`config.mk`:
```
export PLATFORM = sky130hd
export DESIGN_NAME = pirm_front
export DESIGN_NICKNAME = d
export VERILOG_FILES = /design/src/rtl/core/pirm_pkg.sv /design/src/rtl/core/pirm_front.sv
export SDC_FILE = /design/constraint.sdc
export NUM_CORES = 1
export LEC_CHECK = 0
export BUFFER_PORTS_ARGS = -buffer_cell sky130_fd_sc_hd__buf_4
export CAP_MARGIN = 20
export CORE_ASPECT_RATIO = 1.2
export CORE_MARGIN = 4
export CORE_UTILIZATION = 39
export CTS_CLUSTER_DIAMETER = 40
export DETAILED_ROUTE_END_ITERATION = 10
export REMOVE_ABC_BUFFERS = 1
export SLEW_MARGIN = 20
export SYNTH_ARGS = -nofsm -noshare
export SYNTH_HDL_FRONTEND = slang
export SYNTH_SLANG_ARGS = --single-unit
export TNS_END_PERCENT = 10
```
`constraint.sdc`:
```
create_clock -name clk -period 4.38 [get_ports clk]
set_input_delay 0.219 -clock clk [delete_from_list [all_inputs] [get_ports clk]]
set_output_delay 0.219 -clock clk [all_outputs]
set_load 0.03 [all_outputs]
```
`src/rtl/core/pirm_pkg.sv`:
```
// Shared types and constants for the positional insert / range minimum core.
// Used by pirm_front, pirm_back and positional_insert_range_min_core.
`default_nettype none

package pirm_pkg;

	localparam int POS_W = 11;
	localparam int VAL_W = 32;

	localparam logic signed [VAL_W-1:0] EMPTY_SENTINEL = 32'sd1000000001;

	typedef enum logic {
		CMD_INSERT = 1'b0,
		CMD_QUERY  = 1'b1
	} cmd_t;

	typedef struct packed {
		cmd_t                     cmd;
		logic [POS_W-1:0]         pos;
		logic signed [VAL_W-1:0]  value;
		logic [POS_W-1:0]         lo;
		logic [POS_W-1:0]         hi;
	} req_t;

	typedef struct packed {
		logic signed [VAL_W-1:0]  range_min;
		logic                     range_empty;
		logic                     insert_dropped;
	} result_t;

	typedef enum logic [2:0] {
		ST_IDLE,
		ST_SHIFT,
		ST_DRAIN,
		ST_PUT,
		ST_SCAN,
		ST_FOLD
	} back_state_t;

endpackage

`default_nettype wire

```
`src/rtl/core/pirm_front.sv`:
```
// Front end: takes requests, normalizes the left bound and queues them
// in a two-entry FIFO for the back end. Depends on pirm_pkg.
`default_nettype none

module pirm_front (
	input  wire logic                          clk,
	input  wire logic                          arst_n,
	input  wire logic                          start,
	input  wire logic                          command,
	input  wire logic [pirm_pkg::POS_W-1:0]    insert_position,
	input  wire logic signed [pirm_pkg::VAL_W-1:0] insert_value,
	input  wire logic [pirm_pkg::POS_W-1:0]    query_left,
	input  wire logic [pirm_pkg::POS_W-1:0]    query_right,
	output logic                               busy,
	output pirm_pkg::req_t                     req,
	output logic                               req_valid,
	input  wire logic                          req_pop
);

	import pirm_pkg::*;

	req_t       slot_q [2];
	logic       wr_ptr_q;
	logic       rd_ptr_q;
	logic [1:0] fill_q;
	logic       push;
	req_t       req_in;

	assign busy      = (fill_q == 2'd2);
	assign push      = start && !busy;
	assign req_valid = (fill_q != 2'd0);
	assign req       = slot_q[rd_ptr_q];

	// left bound zero means position one
	always_comb begin
		req_in.cmd   = cmd_t'(command);
		req_in.pos   = insert_position;
		req_in.value = insert_value;
		req_in.lo    = (query_left == '0) ? POS_W'(1) : query_left;
		req_in.hi    = query_right;
	end

	always_ff @(posedge clk) begin
		if (push) begin
			slot_q[wr_ptr_q] <= req_in;
		end
	end

	always_ff @(posedge clk or negedge arst_n) begin
		if (!arst_n) begin
			wr_ptr_q <= 1'b0;
			rd_ptr_q <= 1'b0;
			fill_q   <= 2'd0;
		end else begin
			if (push) begin
				wr_ptr_q <= !wr_ptr_q;
			end
			if (req_pop) begin
				rd_ptr_q <= !rd_ptr_q;
			end
			case ({push, req_pop})
				2'b10:   fill_q <= fill_q + 2'd1;
				2'b01:   fill_q <= fill_q - 2'd1;
				default: fill_q <= fill_q;
			endcase
		end
	end

endmodule

`default_nettype wire

```
==> reports/results.tsv <==
stage	metric	value	unit
global_routing	wire length of the first global-routing pass	15.1	mm
power	Leakage Power	2.92	nW
worst_setup_path	Slowest cell on crit path	sky130_fd_sc_hd__dfrtp_4	
finish	antenna cells	0	
finish	share of layout cells above drive strength 1	51.9	%
placed_design	count of buffers from port buffering	137	
worst_setup_path	Worst setup SP type	flop	
synthesis	share of async-settable or async-resettable flops after synthesis	2.94	%
clock_network	number of gates resized after cts	0	
worst_setup_path	Data required, critical path	4160	ps
synthesis	post-synthesis sequential area ratio	79.2	%
worst_hold_path	depth of the worst hold-timing path	1	
synthesis	flip-flop and latch count after synthesis	136	
synthesis	count of unique library cells instantiated by Yosys	19	
finish	final standard cell count with taps included and fillers excluded	617	
finish	Final #Nets	513	
sta	Post-Route Setup TNS	0	ps
clock_network	CTS H-tree lvls	4	
clock_network	clock root buffer	sky130_fd_sc_hd__clkbuf_16	
finish	relative area change from synthesis to final layout	46.5	%
power	power per unit of standard cell area	691	nW/um^2
run_status	result of the run	complete, no violations	
sta	Relative slew margins	26.7	%
power	internal power consumption	3.50	mW
worst_setup_path	start-to-end type of the worst setup path	reg2out	
routing	Vias	2774	
global_routing	pin count of the biggest net entering global routing	68	
worst_setup_path	launching point of the worst reg2reg path	fill_q[0]	
worst_hold_path	type of the tightest min-delay check	in2reg	
finish	area occupied by multi-input gates	976	sq um
placed_design	Placer Congestion	0.668	
synthesis	post-synthesis instance total	236	
sta	post-route fraction of the period consumed by the critical path	54.9	%
placed_design	number of placed instances, taps included	522	
worst_setup_path	maximum fanout along the worst path	67	
finish	commonest non-fill, non-tap cells in the layout	sky130_fd_sc_hd__buf_4 (139), sky130_fd_sc_hd__edfxtp_1 (132), sky130_fd_sc_hd__dlygate4sd3_1 (65), sky130_fd_sc_hd__mux2_2 (36), sky130_fd_sc_hd__mux2_4 (30)	
synthesis	Cell Area, Synth	5130	sq um
sta	clock skew	3.46	ps
synthesis	number of enable-type register cells in the synthesized netlist	132	
routing	post-detailed-routing wire length	9.64	mm
floorplanning	die extent in y	134	um
power	logic gate share of total power	35.1	%
synthesis	dominant synthesized flop cell	sky130_fd_sc_hd__edfxtp_1	
placed_design	HPWL reported at the end of detailed placement	5.81	mm
global_routing	antenna violations before repair	0	
synthesis	Avg Inst Size Synth	21.7	sq um
power	Final Total Pwr	5.19	mW
worst_setup_path	capturing element of the worst setup path	req[54]	
floorplanning	DIE AREA	15100	sq um
floorplanning	effective utilization at floorplan	40.1	%
sta	final number of max-transition violations	0	
power	Max rail drop VDD	0.367	mV
clock_network	clock transition at the registers of the reported paths	50	ps
run	number of maximum-capacitance violations	0	
sta	transition time of the tightest slew-check pin	1100	ps
worst_setup_path	Worst path max stage delay	1140	ps
finish	Fillers	950	
worst_setup_path	Critical Path End Type	output pin	
sta	final critical-path setup slack	1980	ps
worst_setup_path	worst reg2reg endpoint	slot_q[0][38]	
sta	Final Hold Vio Count	0	
routing	DRC violations left	0	
power	net switching power	1.69	mW
clock_network	cts hold-fix bufs	65	
floorplanning	Std-Cell Rows	45	
finish	most frequent standard cell in the layout excluding fill and tap cells	sky130_fd_sc_hd__buf_4	
clock_network	maximum clock path buffer count	2	
sta	number of setup violations in the final report	0	
routing	first drt pass iteration count	4	
clock_network	TritonCTS sink count	136	
power	Seq pwr share	38.6	%
placed_design	worst slack at placement	2370	ps
routing	mean routed wirelength per cell	15.6	um
floorplanning	IO Count	138	
clock_network	number of buffers created by CTS	17	
global_routing	number of global-route vias before repair	3066	
worst_setup_path	crit-path cells	mux2_2 -> buf_4	
finish	FF/Latch Area	4070	sq um
sta	RSZ-0062 raised after global routing	no	
floorplanning	standard cell core area	12800	sq um
routing	number of nets still failing antenna checks after routing	0	
clock_network	Skew-Pair Late Insertion Delay	400	ps
power	Clock Power Share	26.3	%
worst_setup_path	reg2reg setup slack	2480	ps
floorplanning	Die X	113	um
routing	detailed router's first-iteration violation count	99	
global_routing	Total Routing Usage GR	13.2	%
sta	post-layout minimum cycle time	2400	ps
power	switch share	32.6	%
routing	via count normalized by instance count	4.50	
synthesis	Warnings, synthesis	0	
clock_network	TritonCTS clock tree	built	
global_routing	remaining global-route overflow	0	
sta	top achievable clock speed	416	MHz
worst_setup_path	start point of the critical path	rd_ptr_q	
worst_setup_path	r2r worst-path depth	4	
clock_network	buffers inserted by post-CTS timing repair	0	
worst_setup_path	Worst EP arrival	2190	ps
registers in the layout, summed over array words and instances, names as in the netlist:
register  count
fill_q        2
rd_ptr_q      1
wr_ptr_q      1
slot_q      132
cell type report:
cell class,instances,area share [%]
Tap cell,164,2.73
Sequential cell,136,54.2
Timing Repair Buffer,204,22.6
Multi-Input combinational cell,82,13.0
Clock buffer,18,5.71
Clock inverter,12,1.80
Inverter,1,0.0500
per-stage QoR:
| stage | utilization (%) | hold WS, ps | area [sq um] |
|---|---|---|---|
| floorplan | - | -76.6 | 5030 |
| global placement | 49.3 | 19.4 | 6300 |
| detailed placement | 49.3 | 19.1 | 6300 |
| CTS | 58.8 | 0.277 | 7510 |
| global route | 58.8 | 2.14 | 7510 |
| finish | 58.8 | 23.7 | 7510 |
cells by family (layout without fill, tap and decap cells):
logic type	Yosys count	in the layout	share of synthesized area [%]
buffers and inverters	18	235	1.90
and+or+nand+nor	9	9	0.903
DFF	136	136	79.2
AOI/OAI and AO/OA	1	1	0.171
xor gates and xnor gates	5	5	0.854
adders and majority gates	1	1	0.244
muxes	66	66	16.7
synthesized netlist by cell type, types with 2 or more instances:
master	number	area share (%)
sky130_fd_sc_hd__xor2_1	2	0.34
sky130_fd_sc_hd__nor2_1	3	0.22
sky130_fd_sc_hd__xnor2_1	3	0.51
sky130_fd_sc_hd__buf_2	3	0.29
sky130_fd_sc_hd__mux2_4	30	8.8
sky130_fd_sc_hd__nor4_1	2	0.24
sky130_fd_sc_hd__dfrtp_1	4	2.0
sky130_fd_sc_hd__buf_6	3	0.66
sky130_fd_sc_hd__edfxtp_1	132	77
sky130_fd_sc_hd__clkbuf_1	10	0.73
sky130_fd_sc_hd__mux2_2	36	7.9
metal layers:
metal / GRT usage, % / wire [um] / up-vias
met5: 0 / 0 / -
met4: 5.81 / 174 / 0
met3: 4.45 / 566 / 12
met2: 23.2 / 5150 / 87
met1: 14.4 / 3750 / 1351
li1: - / - / 1324
worst min path at each step:
stage,slack [ps],startpoint,to
final,20,query_left[10],slot_q[1][21]
after global routing,2,query_left[10],slot_q[0][21]
after CTS,0.3,query_left[10],slot_q[1][21]
after detailed placement,20,arst_n,rd_ptr_q
after global placement,20,arst_n,fill_q[0]
after floorplan,-80,arst_n,fill_q[0]
power by group through the flow:
stage	sequential, mW	combinational, mW	clock, mW
finish	2.00	1.82	1.36
global route	2.04	1.92	1.46
CTS	2.02	1.86	1.40
detailed placement	2.04	1.80	0
global placement	2.03	1.80	0
floorplan	1.98	1.23	0
critical path, delay by kind of cell (launching register included):
family	cells	cell delay, ps
buffers and inverters	1	170
DFF	1	1140
muxes	1	420
(Power assumes the default switching activity.)
